File: src/rtl/cuf_pkg.sv
`default_nettype none

package cuf_pkg;

   localparam int FRAME_BYTES = 9;
   localparam int BODY_BYTES = FRAME_BYTES - 2;
   localparam int BEAT_W = $clog2(FRAME_BYTES);
   localparam int BODY_W = $clog2(BODY_BYTES);
   localparam int QUEUE_DEPTH = 4;

   localparam logic FUNC_CMD = 1'b0;
   localparam logic FUNC_RX = 1'b1;

   localparam logic KIND_TX = 1'b0;
   localparam logic KIND_REPORT = 1'b1;

   localparam logic [2:0] CMD_READ = 3'd0;
   localparam logic [2:0] CMD_ZERO = 3'd1;
   localparam logic [2:0] CMD_SPAN = 3'd2;
   localparam logic [2:0] CMD_AUTO = 3'd3;
   localparam logic [2:0] CMD_RANGE = 3'd4;

   localparam logic [7:0] START_BYTE = 8'hFF;
   localparam logic [7:0] SENSOR_ADDR = 8'h01;
   localparam logic [7:0] OP_READ = 8'h86;
   localparam logic [7:0] OP_ZERO = 8'h87;
   localparam logic [7:0] OP_SPAN = 8'h88;
   localparam logic [7:0] OP_AUTO = 8'h79;
   localparam logic [7:0] OP_RANGE = 8'h99;
   localparam logic [7:0] AUTO_ON = 8'hA0;

   localparam logic [15:0] SPAN_LOW = 16'd1000;
   localparam logic [15:0] SPAN_HIGH = 16'd2000;
   localparam logic [15:0] RANGE_LOW = 16'd2000;
   localparam logic [15:0] RANGE_HIGH = 16'd5000;

   localparam logic [1:0] ST_OK = 2'd0;
   localparam logic [1:0] ST_BAD_HEADER = 2'd1;
   localparam logic [1:0] ST_BAD_SUM = 2'd2;
   localparam logic [1:0] ST_BAD_ARG = 2'd3;

   typedef struct packed {
      logic        func;
      logic [2:0]  command;
      logic [15:0] argument;
      logic [7:0]  rx_byte;
   } req_type;

   typedef struct packed {
      logic        kind;
      logic [7:0]  tx_byte;
      logic        last;
      logic [15:0] ppm;
      logic [1:0]  status;
   } rsp_type;

   // body holds frame bytes 2 through 8 of a command frame
   typedef struct packed {
      logic                        is_report;
      logic [BODY_BYTES-1:0][7:0]  body;
      logic [15:0]                 ppm;
      logic [1:0]                  status;
   } entry_type;

endpackage

`default_nettype wire

File: src/rtl/cuf_front.sv
`default_nettype none

module cuf_front
   import cuf_pkg::*;
(
   input  wire logic      clock,
   input  wire logic      reset,
   input  wire logic      accept,
   input  wire req_type   req_data,
   output logic           ent_valid,
   output entry_type      ent
);

   localparam logic [BEAT_W-1:0] LAST_POS = BEAT_W'(FRAME_BYTES - 1);

   logic [BEAT_W-1:0] pos_ff, pos_in;
   logic [7:0]        sum_ff, sum_in;
   logic              hg_ff, hg_in;
   logic [7:0]        vh_ff, vh_in;
   logic [7:0]        vl_ff, vl_in;

   entry_type cmd_ent;
   entry_type rx_ent;
   logic      cmd_ok;
   logic [7:0] csum;

   always_comb begin
      cmd_ent = '0;
      cmd_ok = 1'b1;
      case (req_data.command)
         CMD_READ: begin
            cmd_ent.body[0] = OP_READ;
         end
         CMD_ZERO: begin
            cmd_ent.body[0] = OP_ZERO;
         end
         CMD_SPAN: begin
            cmd_ent.body[0] = OP_SPAN;
            cmd_ent.body[1] = req_data.argument[15:8];
            cmd_ent.body[2] = req_data.argument[7:0];
            cmd_ok = (req_data.argument == SPAN_LOW) || (req_data.argument == SPAN_HIGH);
         end
         CMD_AUTO: begin
            cmd_ent.body[0] = OP_AUTO;
            cmd_ent.body[1] = (|req_data.argument) ? AUTO_ON : 8'h00;
         end
         CMD_RANGE: begin
            cmd_ent.body[0] = OP_RANGE;
            cmd_ent.body[4] = req_data.argument[15:8];
            cmd_ent.body[5] = req_data.argument[7:0];
            cmd_ok = (req_data.argument == RANGE_LOW) || (req_data.argument == RANGE_HIGH);
         end
         default: begin
            cmd_ok = 1'b0;
         end
      endcase
      csum = SENSOR_ADDR;
      for (int i = 0; i < BODY_BYTES - 1; i++) begin
         csum = csum + cmd_ent.body[i];
      end
      cmd_ent.body[BODY_BYTES-1] = 8'h00 - csum;
      if (!cmd_ok) begin
         cmd_ent = '0;
         cmd_ent.is_report = 1'b1;
         cmd_ent.status = ST_BAD_ARG;
      end
   end

   always_comb begin
      rx_ent = '0;
      rx_ent.is_report = 1'b1;
      if (!hg_ff) begin
         rx_ent.status = ST_BAD_HEADER;
      end else if (req_data.rx_byte != 8'(8'h00 - sum_ff)) begin
         rx_ent.status = ST_BAD_SUM;
      end else begin
         rx_ent.status = ST_OK;
         rx_ent.ppm = {vh_ff, vl_ff};
      end
   end

   always_comb begin
      pos_in = pos_ff;
      sum_in = sum_ff;
      hg_in = hg_ff;
      vh_in = vh_ff;
      vl_in = vl_ff;
      if (accept && req_data.func == FUNC_RX) begin
         if (pos_ff == '0) begin
            if (req_data.rx_byte == START_BYTE) begin
               pos_in = BEAT_W'(1);
               sum_in = '0;
               hg_in = 1'b1;
            end
         end else if (pos_ff < LAST_POS) begin
            sum_in = sum_ff + req_data.rx_byte;
            if (pos_ff == BEAT_W'(1) && req_data.rx_byte != OP_READ) begin
               hg_in = 1'b0;
            end
            if (pos_ff == BEAT_W'(2)) begin
               vh_in = req_data.rx_byte;
            end
            if (pos_ff == BEAT_W'(3)) begin
               vl_in = req_data.rx_byte;
            end
            pos_in = pos_ff + BEAT_W'(1);
         end else begin
            pos_in = '0;
         end
      end
   end

   assign ent_valid = accept && (req_data.func == FUNC_CMD || pos_ff == LAST_POS);
   assign ent = (req_data.func == FUNC_CMD) ? cmd_ent : rx_ent;

   always_ff @(posedge clock) begin
      if (reset) begin
         pos_ff <= '0;
         sum_ff <= '0;
         hg_ff <= 1'b1;
         vh_ff <= '0;
         vl_ff <= '0;
      end else begin
         pos_ff <= pos_in;
         sum_ff <= sum_in;
         hg_ff <= hg_in;
         vh_ff <= vh_in;
         vl_ff <= vl_in;
      end
   end

endmodule

`default_nettype wire

File: src/rtl/cuf_queue.sv
`default_nettype none

module cuf_queue
   import cuf_pkg::*;
#(
   parameter int DEPTH = QUEUE_DEPTH
)
(
   input  wire logic      clock,
   input  wire logic      reset,
   input  wire logic      wr,
   input  wire entry_type wr_data,
   input  wire logic      rd,
   output entry_type      rd_data,
   output logic           full,
   output logic           nonempty
);

   localparam int PTR_W = (DEPTH > 1) ? $clog2(DEPTH) : 1;
   localparam int CNT_W = $clog2(DEPTH + 1);

   entry_type slot_ff [DEPTH];
   logic [PTR_W-1:0] wp_ff, wp_in;
   logic [PTR_W-1:0] rp_ff, rp_in;
   logic [CNT_W-1:0] cnt_ff, cnt_in;

   assign full = (cnt_ff == CNT_W'(DEPTH));
   assign nonempty = (cnt_ff != '0);
   assign rd_data = slot_ff[rp_ff];

   always_comb begin
      wp_in = wp_ff;
      rp_in = rp_ff;
      cnt_in = cnt_ff;
      if (wr) begin
         wp_in = (wp_ff == PTR_W'(DEPTH - 1)) ? '0 : wp_ff + PTR_W'(1);
      end
      if (rd) begin
         rp_in = (rp_ff == PTR_W'(DEPTH - 1)) ? '0 : rp_ff + PTR_W'(1);
      end
      if (wr && !rd) begin
         cnt_in = cnt_ff + CNT_W'(1);
      end else if (rd && !wr) begin
         cnt_in = cnt_ff - CNT_W'(1);
      end
   end

   always_ff @(posedge clock) begin
      if (wr) begin
         slot_ff[wp_ff] <= wr_data;
      end
   end

   always_ff @(posedge clock) begin
      if (reset) begin
         wp_ff <= '0;
         rp_ff <= '0;
         cnt_ff <= '0;
      end else begin
         wp_ff <= wp_in;
         rp_ff <= rp_in;
         cnt_ff <= cnt_in;
      end
   end

endmodule

`default_nettype wire

File: src/rtl/cuf_back.sv
`default_nettype none

module cuf_back
   import cuf_pkg::*;
(
   input  wire logic      clock,
   input  wire logic      reset,
   input  wire logic      q_nonempty,
   input  wire entry_type q_data,
   output logic           q_rd,
   output logic           empty,
   input  wire logic      pop,
   output rsp_type        rsp_data
);

   localparam logic [BEAT_W-1:0] LAST_BEAT = BEAT_W'(FRAME_BYTES - 1);

   logic              ov_ff, ov_in;
   rsp_type           out_ff, out_in;
   logic [BEAT_W-1:0] beat_ff, beat_in;
   logic              load;
   logic [BODY_W-1:0] body_idx;
   logic [BEAT_W-1:0] body_off;
   logic [7:0]        beat_byte;

   assign load = q_nonempty && (!ov_ff || pop);
   assign body_off = beat_ff - BEAT_W'(2);
   assign body_idx = body_off[BODY_W-1:0];

   always_comb begin
      case (beat_ff)
         BEAT_W'(0): beat_byte = START_BYTE;
         BEAT_W'(1): beat_byte = SENSOR_ADDR;
         default:    beat_byte = q_data.body[body_idx];
      endcase
   end

   always_comb begin
      ov_in = ov_ff;
      out_in = out_ff;
      beat_in = beat_ff;
      q_rd = 1'b0;
      if (pop && ov_ff) begin
         ov_in = 1'b0;
      end
      if (load) begin
         ov_in = 1'b1;
         out_in = '0;
         if (q_data.is_report) begin
            out_in.kind = KIND_REPORT;
            out_in.last = 1'b1;
            out_in.ppm = q_data.ppm;
            out_in.status = q_data.status;
            q_rd = 1'b1;
         end else begin
            out_in.kind = KIND_TX;
            out_in.tx_byte = beat_byte;
            out_in.last = (beat_ff == LAST_BEAT);
            if (beat_ff == LAST_BEAT) begin
               beat_in = '0;
               q_rd = 1'b1;
            end else begin
               beat_in = beat_ff + BEAT_W'(1);
            end
         end
      end
   end

   assign empty = !ov_ff;
   assign rsp_data = out_ff;

   always_ff @(posedge clock) begin
      out_ff <= out_in;
   end

   always_ff @(posedge clock) begin
      if (reset) begin
         ov_ff <= 1'b0;
         beat_ff <= '0;
      end else begin
         ov_ff <= ov_in;
         beat_ff <= beat_in;
      end
   end

endmodule

`default_nettype wire

File: src/rtl/co2_sensor_uart_frame_engine.sv
// Host side of the nine-byte CO2 sensor serial protocol. A command item expands into the
// nine transmit beats FF 01 op d3..d7 checksum (last set on the ninth), or one report with
// status 3 when the command code or span/range value is not allowed. Received bytes are
// hunted for a 0xFF start byte and collected into a frame; the ninth byte gives one report
// with ppm and status. An item is taken every cycle while the internal queue has room;
// a received byte that completes no frame gives no result. The result side delivers
// one beat per cycle while pop takes it, so sustained command throughput is set by the
// beat expander behind the queue. Results leave in item order. An accepted item passes
// through a queue slot and then the output register before its first beat is shown.
`default_nettype none

module co2_sensor_uart_frame_engine
   import cuf_pkg::*;
#(
   parameter int QUEUE_DEPTH_P = QUEUE_DEPTH
)
(
   input  wire logic    clock,
   input  wire logic    reset,
   input  wire logic    push,
   output logic         full,
   input  wire req_type req_data,
   output logic         empty,
   input  wire logic    pop,
   output rsp_type      rsp_data
);

   logic      accept;
   logic      ent_valid;
   entry_type ent;
   entry_type q_data;
   logic      q_rd;
   logic      q_nonempty;

   assign accept = push && !full;

   cuf_front u_front (
      .clock     (clock),
      .reset     (reset),
      .accept    (accept),
      .req_data  (req_data),
      .ent_valid (ent_valid),
      .ent       (ent)
   );

   cuf_queue #(
      .DEPTH (QUEUE_DEPTH_P)
   ) u_queue (
      .clock    (clock),
      .reset    (reset),
      .wr       (ent_valid),
      .wr_data  (ent),
      .rd       (q_rd),
      .rd_data  (q_data),
      .full     (full),
      .nonempty (q_nonempty)
   );

   cuf_back u_back (
      .clock      (clock),
      .reset      (reset),
      .q_nonempty (q_nonempty),
      .q_data     (q_data),
      .q_rd       (q_rd),
      .empty      (empty),
      .pop        (pop),
      .rsp_data   (rsp_data)
   );

endmodule

`default_nettype wire

File: config.mk
export PLATFORM = sky130hd
export DESIGN_NAME = co2_sensor_uart_frame_engine
export DESIGN_NICKNAME = d
export VERILOG_FILES = /design/src/rtl/cuf_pkg.sv /design/src/rtl/cuf_front.sv /design/src/rtl/cuf_queue.sv /design/src/rtl/cuf_back.sv /design/src/rtl/co2_sensor_uart_frame_engine.sv
export SDC_FILE = /design/constraint.sdc
export NUM_CORES = 1
export LEC_CHECK = 0
export ABC_AREA = 1
export BUFFER_PORTS_ARGS = -buffer_cell sky130_fd_sc_hd__buf_2
export CORE_MARGIN = 5
export CORE_UTILIZATION = 50
export CTS_CLUSTER_SIZE = 24
export DETAILED_ROUTE_END_ITERATION = 8
export GPL_ROUTABILITY_DRIVEN = 0
export PLACE_DENSITY_LB_ADDON = 0.08
export SYNTH_ARGS = -nofsm -noshare
export SYNTH_HDL_FRONTEND = slang
export SYNTH_HIERARCHICAL = 1
export SYNTH_SLANG_ARGS = --single-unit
File: constraint.sdc
create_clock -name clock -period 4.6 [get_ports clock]
set_clock_uncertainty 0.15 [all_clocks]
set_input_delay 0.92 -clock clock [delete_from_list [all_inputs] [get_ports clock]]
set_output_delay 0.92 -clock clock [all_outputs]
set_load 0.05 [all_outputs]
Yosys cells after proc, flatten, opt, wreduce, memory -nomap -nowiden
Memory sizes are Yosys's and may differ from the RTL's. A register that Yosys moved wholly into a read port is not among the register bits.
Cells that the tools add are included.
Cells by class
  add/sub/neg operators: 15
  equal/unequal tests: 20
  muxes and demuxes: 40
  reduce and logical (&&, ||, !) cells: 32
  order comparisons: 2
  bitwise logic cells: 3
Operator list (number)
  75-bit two-way mux: 2
  16-bit two-way mux: 3
  8-bit two-way mux: 6
  8-bit adder: 5
  8-bit case mux with 5 select lines: 1
  8-bit case mux with 2 select lines: 2
  8-bit binary-select mux with 3-bit select: 1
  16-bit by 10-bit == test with 1-bit output, second input constant: 1
  16-bit by 11-bit == test with 1-bit output, second input constant: 1
  16-bit by 13-bit == test with 1-bit output, second input constant: 1
  4-bit two-way mux: 4
  16-bit OR reduction: 1
  1-bit by 8-bit subtractor with 8-bit output, first input constant: 2
  1-bit two-way mux: 12
  2-bit two-way mux: 6
  4-bit AND reduction: 3
  1-bit by 8-bit adder with 8-bit output, first input constant: 1
  4-bit by 1-bit adder with 4-bit output, second input constant: 2
  4-bit by 1-bit == test with 1-bit output, second input constant: 2
  4-bit by 2-bit == test with 1-bit output, second input constant: 2
  4-bit == test, second input constant: 2
  8-bit == test, second input constant: 1
  1-bit logical AND: 8
  4-bit zero test: 2
  24 further kinds: 41
Storage, ports and cells
  input bits: 32
  word-level logic and storage cells: 128
  flip-flop bits (word level): 69
  memories kept: 1
  memory bits (writable): 300
  output and inout port bits: 30
Memory list
  u_queue.slot_ff: depth 4, width 75, rd ports 1, clocked after memory_dff 1, write ports 1, line cuf_queue.sv:22  | entry_type slot_ff [DEPTH];

Logic depth before layout (Yosys ltp)
Gate-level depths: netlist (run 1).
  depth after elaboration: 10
  mapped depth: 23
  depth with buffers taken out: 22

Hierarchy
The synthesis (run 1) kept the hierarchy.
By module, submodules not included
  cuf_queue: cells each 785, area each 12185.4 um^2, instances 1, seq. area each 9188.8 um^2
  cuf_front: cells each 543, area each 3454.6 um^2, instances 1, seq. area each 580.6 um^2
  cuf_back: cells each 255, area each 1983.2 um^2, instances 1, seq. area each 940.9 um^2
  co2_sensor_uart_frame_engine: cells each 2, area each 10.0 um^2, instances 1, seq. area each 0.0 um^2

Least setup slack after synthesis (run 1)
No wires, ideal clock.
  path kind: input -> register
  start point: in req_data[26] (netlist name)
  end point: mem u_queue/slot_ff[0][72] (netlist name), data pin
  slack: -0.054 ns
  cell stages on the path: 19
  arrival: 4.301 ns
  data required time: 4.247 ns
  library setup time: 0.203 ns
  buffers on the path: 2
  path through: buf_2 > nor2_2 > nand2_1 > inv_1 > buf_2 > nand2_1 > fa_1 > inv_1 > fa_1 > fa_1 > inv_1 > fa_1 > nand3_1 > nand3_1 > nand2_1 > nand2_1 > a21oi_1 > xor2_1 > nor3_1
RTL lines
  start: declaration: line co2_sensor_uart_frame_engine.sv:22  | input wire req_type req_data,
  end: declaration: line cuf_queue.sv:22

==> summary.txt, run 1 <==
Timing
  • Final Max Tran Viols: 0
  • Slew @ Worst Pin: 0.904 ns
  • Setup slack after layout: approximately 0.36 ns
  • FMAX: roughly 240 MHz
  • Final worst path period need: 4.24 ns
  • Period utilization: 92.2%
  • Final Hold Vio Count: 0
  • RSZ-0062 raised after global routing: false
  • # setup viols final: 0
  • Setup TNS: 0 ns
  • Rel. slew slack: 39.7%

Flow run
  • Max_cap viols: 0

Clocking
  • CTS root buf: clkbuf_16
  • Hold buffers post-CTS: 0
  • Setup Buffers After CTS: 0
  • Clock Sinks: 371
  • TritonCTS clock tree: done
  • CTS Buf Count: 40
  • Maximum root-to-sink buffer count: 3
  • H-tree depth: 2
  • Clock Latency Late Sink: approximately 0.53 ns
  • Clock Pin Slew Worst Setup and Hold Paths: 0.06 ns
  • PostCTS Resize Cnt: 0

Floorplanning
  • Initial Util: around 51%
  • Die Area: ~39,000 µm²
  • Core box area: ~35,000 µm²
  • Top-Level Pins: 62
  • Die Y: 198 µm
  • Die width: 198 µm
  • Num rows: 68

Routing
  • Antenna Nets Post-Route: 0
  • Drt wl/cell: 18.7 µm
  • Initial drt markers: 729
  • Routed WL: 40.3 mm
  • DR DRC count: 0
  • Vias: between 10k and 15k
  • DR pass1 iterations: 5
  • Avg Vias per Cell: between 5 and 6

Global routing
  • M3 GR Usage: 3.78%
  • Met1 Usage GRT: 29.4%
  • Met2 Use GR: 33.4%
  • Antenna violations before repair: 8
  • Global routing's busiest layer: met2
  • Gr usage total: 20.5%
  • Largest net degree at the start of global routing: 81
  • Grt ovf: 0
  • First-pass GRT wire length: 62.6 mm
  • Vias in the first global route: 11.0k

Critical path
  • Critical path buffer and inverter count: 6
  • Top delay family on crit path: adder cells
  • Startpoint types: input port
  • Slowest-stage cell, CP: fa_1
  • Worst-path cell chain: buf_2, nor2_2, nand2_1, inv_2, buf_4, nand2_1, fa_1, inv_1, fa_1, fa_1, inv_1, ha_1, inv_1, o21ai_0, a31oi_1, nand2_1, nand3_1, nand2_1, nor2_1
  • WP data arrival: about 4.4 ns
  • CP max stage delay: roughly 0.55 ns
  • Critical path's most frequent cell: nand2_1
  • CP endpoint kind: register
  • Critical Path RT: ~4.8 ns
  • Critical path class: in -> reg
  • Maximum net fanout on the critical path: 8

Yosys
  • Top post-synthesis cells by area: edfxtp_1 56%, dfxtp_1 4.9%, nand2_1 4.6%
  • Fraction of registers with async set/reset: 0%
  • Post-synth cell types: 45
  • Synth Register Bits: 371
  • Yosys top cell area share: a little under three fifths
  • Seq/Total Area, Yosys: 60.7%
  • Post-synth design cell area: 17,600 µm²
  • Post-synth top flop: edfxtp_1
  • Yosys Warn Count: 6
  • Area leader, netlist: edfxtp_1
  • Post-synth EDFFs: 328
  • Post-Syn Instances: 1,585
  • Syn_area_per_cell: 11.1 µm²

Placement
  • Hpwl dp: 25.4 mm
  • Buffers on Ports: 61
  • Pre-CTS setup slack: -0.135 ns
  • Inst Count DP: around 2.1k

Final layout
  • Area grow syn2layout: 11.5%
  • Share of post-route cells with drive strength above 1: about 18%
  • Ant. Diodes: 0
  • Non-Filler Instances: about 2.2k
  • # nets final: roughly 1.8k

Power
  • Worst VDD drop: around 0.38 mV
  • Power Density: 559 nW/µm²
  • Leakage: 0.00758 µW
  • Pwr Total: 11,000 µW

Outcome
  • Status: complete, no violations

Worst hold path
  • Hold WC Path Type: reg -> reg
[routing by layer]
layer	part of all wire [%]	wire [µm]	vias up
met5	0.10	41	-
met4	1.5	595	6
met3	5.8	2350	53
met2	47	19100	256
met1	45	18200	5537
li1	-	-	5586
[synth_stat cells (2+ instances only)]
library cell,number
nand2_1,218
inv_2,2
nand4_1,11
edfxtp_1,328
a21oi_1,58
inv_1,142
nand3_1,54
nor3_2,3
buf_6,11
buf_4,25
o211ai_1,3
nand2_2,11
nor2_4,41
o21ai_1,21
fa_1,22
clkbuf_1,29
xor2_1,8
dfxtp_1,43
ha_1,32
a31oi_1,2
o21ai_0,156
buf_2,22
nor2_1,214
nor2_2,11
nor3_1,12
nand3_2,2
or2_2,2
o22ai_1,35
buf_12,6
xnor2_1,2
o21ai_2,6
o22ai_2,40
[registers in the layout, summed over array words and instances (netlist names), named ones only]
| signal | flops |
|---|---|
| u_queue/slot_ff | 300 |
| u_back/rsp_data | 28 |
| u_front/sum_ff | 8 |
| u_front/vh_ff | 8 |
| u_front/vl_ff | 8 |
| u_back/beat_ff | 4 |
| u_front/pos_ff | 4 |
| u_queue/cnt_ff | 3 |
| u_queue/rp_ff | 2 |
| u_queue/wp_ff | 2 |
| u_back/ov_ff | 1 |
| u_front/hg_ff | 1 |
[tightest hold or removal path: cells and delay by family (launching register included)]
kind | cells | cell delay, ns
flops | 1 | 0.32
simple gates | 1 | 0.06
compound gates | 1 | 0.06
[placed cells by master, fill, tap and decap left out, types with 32 or more instances in the layout]
cell,instances
edfxtp_1,328
nand2_1,218
nor2_1,214
o21ai_0,156
inv_1,137
buf_2,61
a21oi_1,58
nand3_1,54
buf_4,47
clkbuf_16,43
nor2_4,41
dfxtp_1,41
o22ai_2,40
o22ai_1,35
ha_1,32
[power breakdown]
group / switching (µW) / internal [µW]
Clock: 1280 / 1830
Sequential: 203 / 4050
Combinational: 2590 / 1040
Total: 4070 / 6920
[through the flow]
step                instance area [µm²]  utilization [%]  hold slack [ns]
floorplan                         17700                -            0.301
global placement                  18400             52.9            0.315
detailed placement                18400             52.9            0.327
CTS                               19700             56.6            0.337
global route                      19700             56.6            0.386
finish                            19700             56.6            0.334
[final timing paths]
path / startpoint / endpoint / slack (ns) / cells after the start
setup / recovery: req_data[26] / u_queue/slot_ff[3][73] / 0.36 / 19
hold / removal: u_front/sum_ff[7] / u_front/sum_ff[7] / 0.33 / 2
setup reg to reg: register / u_queue/cnt_ff[2] / 1.26 / 14
hold reg to reg: u_front/sum_ff[7] / u_front/sum_ff[7] / 0.33 / 2
[area by class of cell]
type	instances	area, µm²
inverters	147	569
well taps	455	569
fillers	3002	15100
repair buffers	112	738
clock inverters	19	163
clock buffers	54	1120
flip-flops and latches	371	10700
multi-input cells	993	5780
[logic make-up (layout without fill, tap and decap cells)]
group,after synthesis,in the layout,share of synthesized area (%)
other cells,1,21,0.0213
simple gates,581,581,15.3
buf+inv,241,332,6.98
xor+xnor,12,12,0.773
fa+ha+maj,54,54,4.77
compound gates,325,325,11.4
flops,371,371,60.7
(Power assumes the default switching activity.)
==> run 2, diff against run 1 <==
--- a/config.mk
+++ b/config.mk
@@ -15,5 +15,4 @@
 export PLACE_DENSITY_LB_ADDON = 0.08
 export SYNTH_ARGS = -nofsm -noshare
 export SYNTH_HDL_FRONTEND = slang
-export SYNTH_HIERARCHICAL = 1
 export SYNTH_SLANG_ARGS = --single-unit
==> run 2 against run 1 <==
Compared with the run above:
- maximum frequency rose by 3.0%
- combinational power fell by 7.4%
- worst hold slack got worse by 0.0026 ns
- sequential share of layout area fell by 1.4 points
- non-clock buffer count fell by 8
- synthesized area fell by 11%
- critical path type unchanged
- highest routed layer is now met4
==> summary.txt, run 2 <==
Outcome
  • Status: complete, no violations

Routing
  • Antenna Nets Post-Route: 0
  • DR pass1 iterations: 5
  • Routed WL: 35.9 mm
  • Initial drt markers: 812
  • Vias: about 11k
  • DR DRC count: 0
  • Drt wl/cell: 17.3 µm
  • Avg Vias per Cell: roughly 5.2

Yosys
  • Post-synth EDFFs: 288
  • Synth top cells by count: 312 x nand2_1, 288 x edfxtp_1, 177 x nor2_1
  • Post-synth cell types: 45
  • Seq/Total Area, Yosys: 60.6%
  • Post-synth top flop: edfxtp_1
  • Syn_area_per_cell: 10.2 µm²
  • Count leader, synth: nand2_1
  • Area leader, netlist: edfxtp_1
  • Fraction of registers with async set/reset: 0%
  • Post-Syn Instances: 1,533
  • Yosys top cell area share: 55.1%
  • Post-synth design cell area: around 16,000 µm²
  • Synth Register Bits: 331
  • Top post-synthesis cells by area: edfxtp_1 55%, nand2_1 7.5%, dfxtp_1 5.5%
  • Yosys Warn Count: 0

Timing
  • Final Max Tran Viols: 0
  • Final worst path period need: 4.12 ns
  • Setup slack after layout: 0.483 ns
  • Final Hold Vio Count: 0
  • Period utilization: 89.5%
  • Rel. slew slack: between 40% and 50%
  • Hold WS: 0.331 ns
  • RSZ-0062 raised after global routing: false
  • FMAX: 243 MHz
  • Slew @ Worst Pin: 0.845 ns
  • # setup viols final: 0

Global routing
  • Grt ovf: 0
  • Largest net degree at the start of global routing: 79
  • Antenna violations before repair: 0
  • Gr usage total: between 20% and 30%
  • Vias in the first global route: around 11k
  • First-pass GRT wire length: 57.6 mm

Critical path
  • CP endpoint kind: register
  • Maximum net fanout on the critical path: 11
  • Critical path class: in -> reg
  • WP data arrival: approximately 4.2 ns
  • Startpoint types: input port
  • Top delay family on crit path: adder cells
  • Slowest-stage cell, CP: fa_1
  • Critical path buffer and inverter count: 4
  • Worst-path cell chain: buf_2, nor3_2, buf_4, nand2_1, fa_1, inv_1, fa_1, fa_1, inv_1, fa_1, nand3_1, nand2_1, nand2_1, nand2_1, a21oi_1, xor2_1, nor2_1
  • Critical Path RT: 4.69 ns
  • CP max stage delay: 0.52 ns

Clocking
  • PostCTS Resize Cnt: 0
  • Clock Pin Slew Worst Setup and Hold Paths: 0.06 ns
  • Clock Sinks: roughly 330
  • Hold buffers post-CTS: 0
  • Setup Buffers After CTS: 0
  • TritonCTS clock tree: done
  • Maximum root-to-sink buffer count: 3
  • Clock Latency Late Sink: 0.52 ns
  • CTS root buf: clkbuf_16
  • H-tree depth: 2
  • CTS Buf Count: 35

Final layout
  • Most common cell after layout, fill and taps aside: nand2_1
  • Ant. Diodes: 0
  • Fill cells: 2,648
  • Highest-count cells in the layout ignoring fill and taps: 312 x nand2_1, 288 x edfxtp_1, 173 x nor2_1, 160 x inv_1, 120 x nand3_1
  • # nets final: 1,743
  • Max reg flops: 260
  • Non-Filler Instances: 2,079
  • Share of post-route cells with drive strength above 1: about an eighth
  • Finished Cell Area: 17,900 µm²
  • Area grow syn2layout: 14.1%
  • Reg with most FFs: u_queue.slot_ff

Placement
  • DP Area: 16,700 µm²
  • Hpwl dp: 22.8 mm
  • Pre-CTS setup slack: -0.0547 ns
  • Buffers on Ports: 61
  • Inst Count DP: 2,015

Floorplanning
  • Num rows: 64
  • Die width: 187 µm
  • Top-Level Pins: 62
  • Core box area: 30,700 µm²
  • Initial Util: 51.0%
  • Die Area: 35,000 µm²
  • Die Y: between 150 and 200 µm

Power
  • Logic pwr share: around 33%
  • Power Density: 564 nW/µm²
  • Clock network power share: between 20% and 30%
  • NetSw: 3760 µW
  • P_int: 6320 µW
  • Sequential power share: 37.6%
  • Switching share of total power: 37.3%
  • Leakage: about 0.0073 µW
  • Worst VDD drop: ~0.37 mV

Worst hold path
  • Hold WC Path Type: reg -> reg

Flow run
  • Max_cap viols: 0
-- run 2: path summary, 6_finish.rpt --
check,cells past startpoint,endpoint,from,slack [ns]
min reg2reg,2,u_front.hg_ff,u_front.hg_ff,0.33
min,2,u_front.hg_ff,u_front.hg_ff,0.33
max,17,u_queue.slot_ff[1][72],req_data[26],0.48
max reg2reg,7,u_back.rsp_data[23],register,1.59
-- run 2: routing by layer --
| metal | track usage (%) | part of all wire (%) |
|---|---|---|
| met1 | 30.8 | 47 |
| met5 | 0 | 0 |
| met2 | 32.1 | 45 |
| met4 | 4.49 | 1.9 |
| met3 | 2.74 | 5.6 |
-- run 2: cell families after synthesis --
group,count (synthesis),synth area share (%)
AND/OR/NAND/NOR,679,18.9
adder cells (fa/ha/maj),55,5.49
AO/OA/AOI/OAI,216,7.50
buffers and inverters,236,6.64
other,1,0.0239
XOR/XNOR,15,0.838
flip-flops,331,60.6
-- run 2: final cells by class --
class / count / area, µm² / area share (%)
Timing Repair Buffer: 104 / 691 / 3.86
Clock buffer: 43 / 937 / 5.24
Tap cell: 396 / 495 / 2.77
Clock inverter: 21 / 274 / 1.53
Sequential cell: 331 / 9510 / 53.2
Inverter: 171 / 643 / 3.59
Multi-Input combinational cell: 1013 / 5340 / 29.8
-- run 2: per-stage QoR --
stage | util (%) | setup TNS (ns) | power [µW]
final | 58.2 | 0 | 10100
after global routing | 58.2 | 0 | 10700
after CTS | 58.2 | 0 | 10200
after detailed placement | 54.3 | -0.219 | 7240
after global placement | 54.3 | -0.0846 | 7190
after floorplan | - | -30.25 | 6290
-- run 2: power groups by stage --
| stage | registers (µW) | clock network [µW] | logic [µW] |
|---|---|---|---|
| after floorplan | 4260 | 0 | 2030 |
| after global placement | 3850 | 0 | 3340 |
| after detailed placement | 3860 | 0 | 3380 |
| after CTS | 3800 | 2990 | 3400 |
| after global routing | 3820 | 3140 | 3740 |
| final | 3790 | 2930 | 3360 |
-- run 2: worst min-delay path, cell delays in order, from the launching register on --
cell and delay (ns):
dfxtp_1 0.31, o21ai_0 0.06, nand3_1 0.06
==> run 3, diff against run 2 <==
--- a/config.mk
+++ b/config.mk
@@ -9,6 +9,7 @@
 export BUFFER_PORTS_ARGS = -buffer_cell sky130_fd_sc_hd__buf_2
 export CORE_MARGIN = 5
 export CORE_UTILIZATION = 50
+export CTS_BUF_LIST = sky130_fd_sc_hd__clkbuf_16
 export CTS_CLUSTER_SIZE = 24
 export DETAILED_ROUTE_END_ITERATION = 8
 export GPL_ROUTABILITY_DRIVEN = 0
==> constraint.sdc (replaced) <==
create_clock -name clock -period 4.6 [get_ports clock]
set_clock_uncertainty 0.15 [all_clocks]
set_input_delay 1.15 -clock clock [delete_from_list [all_inputs] [get_ports clock]]
set_output_delay 1.15 -clock clock [all_outputs]
set_load 0.05 [all_outputs]
==> run 3 against run 2 <==
Compared with the run above:
- sequential share of layout area decreased by 0.43 points
- first-iteration DRC count fell by 8.4%
- maximum frequency fell by 3.3%
- power is 2.8% lower
- critical path depth unchanged
- clock power decreased by 9.9%
- flip-flop and latch count did not move
- via count down 0.25%
- final area is 0.82% higher
==> summary.txt, run 3 (synthesis gave the netlist of run 2 again) <==
Floorplanning
  • Initial Util: 51.0%
  • Die Area: 35,000 µm²
  • Num rows: 64
  • Die width: 187 µm
  • Die Y: around 190 µm
  • Top-Level Pins: 62
  • Core box area: 30,700 µm²

Critical path
  • Startpoint types: input port
  • Reg2reg path depth: 13
  • Flop-to-flop setup slack: 1.60 ns
  • R2r endpoint: u_queue.cnt_ff[2]
  • Worst-path cell chain: buf_2, buf_4, inv_1, nand2_2, nor2_1, fa_1, fa_1, fa_1, inv_1, fa_2, nand3_1, nand2_1, nand2_1, nand2_1, a21oi_2, xor2_1, nor2_1
  • WP data arrival: roughly 4.3 ns
  • CP max stage delay: 0.54 ns
  • Critical path class: in -> reg
  • Maximum net fanout on the critical path: 5
  • Critical Path RT: ~4.7 ns
  • Slowest-stage cell, CP: fa_1
  • CP endpoint kind: register

Clocking
  • Setup Buffers After CTS: 0
  • Clock Latency Late Sink: just over 0.5 ns
  • CTS Buf Count: 36
  • CTS root buf: clkbuf_16
  • Clock Sinks: 331
  • H-tree depth: 2
  • Hold buffers post-CTS: 0
  • PostCTS Resize Cnt: 0
  • TritonCTS clock tree: done
  • Maximum root-to-sink buffer count: 3
  • Clock Pin Slew Worst Setup and Hold Paths: 0.06 ns

Placement
  • Inst Count DP: 2,048
  • Buffers on Ports: 61
  • Hpwl dp: 22.8 mm
  • Pre-CTS setup slack: -0.168 ns

Timing
  • FMAX: 235 MHz
  • Setup slack after layout: 0.344 ns
  • Setup TNS: 0 ns
  • Period utilization: 92.5%
  • Final worst path period need: between 4 and 5 ns
  • Final Max Tran Viols: 0
  • RSZ-0062 raised after global routing: false
  • # setup viols final: 0
  • Final Hold Vio Count: 0
  • Rel. slew slack: 46.0%
  • Slew @ Worst Pin: around 0.81 ns

Routing
  • DR pass1 iterations: 5
  • Avg Vias per Cell: 5.16
  • DR DRC count: 0
  • Drt wl/cell: 17.1 µm
  • Antenna Nets Post-Route: 0
  • Initial drt markers: 744
  • Vias: between 10k and 15k
  • Routed WL: 36.0 mm

Global routing
  • Met2 Use GR: 31.4%
  • Largest net degree at the start of global routing: 127
  • Vias in the first global route: 10.5k
  • M3 GR Usage: 3.43%
  • Met1 Usage GRT: 30.8%
  • First-pass GRT wire length: around 57 mm
  • Grt ovf: 0
  • Gr usage total: 20.5%
  • Antenna violations before repair: 0
  • Global routing's busiest layer: met2

Final layout
  • Ant. Diodes: 0
  • # nets final: 1,777
  • Share of post-route cells with drive strength above 1: 14.2%
  • Max reg flops: 260
  • Fin util: 58.7%
  • Non-Filler Instances: between 2k and 2.5k
  • Area grow syn2layout: 15.0%
  • Most common cell after layout, fill and taps aside: nand2_1
  • Fill cells: 2,658
  • Reg with most FFs: u_queue.slot_ff
  • Highest-count cells in the layout ignoring fill and taps: 312 x nand2_1, 288 x edfxtp_1, 173 x nor2_1, 166 x inv_1, 120 x nand3_1

Power
  • Power Density: 543 nW/µm²
  • Leakage: about 0.0074 µW
  • Worst VDD drop: just over 0.3 mV

Worst hold path
  • Hold depth: 2
  • Sink of the worst hold path: u_front.sum_ff[7]
  • HP Start: u_front.sum_ff[7]
  • Hold WC Path Type: reg -> reg

Outcome
  • Status: complete, no violations

Flow run
  • Max_cap viols: 0
[run 3: power by group]
part           internal [µW]  switching (µW)  total (µW)
clock                   1540            1100        2640
sequential              3640             195        3840
combinational            905            2420        3330
total                   6090            3720        9800
[run 3: stage by stage]
step                power [µW]  instance area (µm²)  hold WS (ns)
finish                    9800                18000         0.329
detailed placement        7260                17000         0.320
global placement          7220                17000         0.313
CTS                       9910                18000         0.331
floorplan                 6300                15900         0.299
global route             10400                18000         0.349
[run 3: worst max path at each step]
stage	start	depth (start not counted)	to	slack, ns
3_5_place_dp	req_data[24]	17	u_queue.slot_ff[2][72]	-0.17
6_report	req_data[24]	17	u_queue.slot_ff[3][72]	0.34
3_3_place_gp	req_data[24]	17	u_queue.slot_ff[2][72]	-0.12
4_1_cts	req_data[24]	17	u_queue.slot_ff[3][72]	0.37
5_1_grt	req_data[26]	16	u_queue.slot_ff[0][73]	0.15
2_1_floorplan	req_data[27]	4	u_queue.slot_ff[0][0]	-0.35
[run 3: area by class of cell]
type	instances	area (µm²)	area share [%]
sequential	331	9510	52.7
multi-input combinational	1013	5370	29.7
clock buffer	38	951	5.27
timing repair buffer	137	938	5.20
inverter	171	643	3.56
tap	396	495	2.75
clock inverter	23	135	0.749
[run 3: routing by layer]
| layer | share of wire, % | routed length (µm) | vias to the layer above |
|---|---|---|---|
| met1 | 47 | 17000 | 5157 |
| met2 | 45 | 16100 | 261 |
| met3 | 6.1 | 2200 | 41 |
| li1 | - | - | 5422 |
| met5 | 0 | 0 | - |
| met4 | 1.8 | 638 | 0 |
[run 3: critical path: cells and delay by family]
kind / cells / cell delay [ns]
compound gates: 1 / 0.12
xor+xnor: 1 / 0.14
fa+ha+maj: 4 / 1.87
buf+inv: 4 / 0.41
simple gates: 7 / 0.61
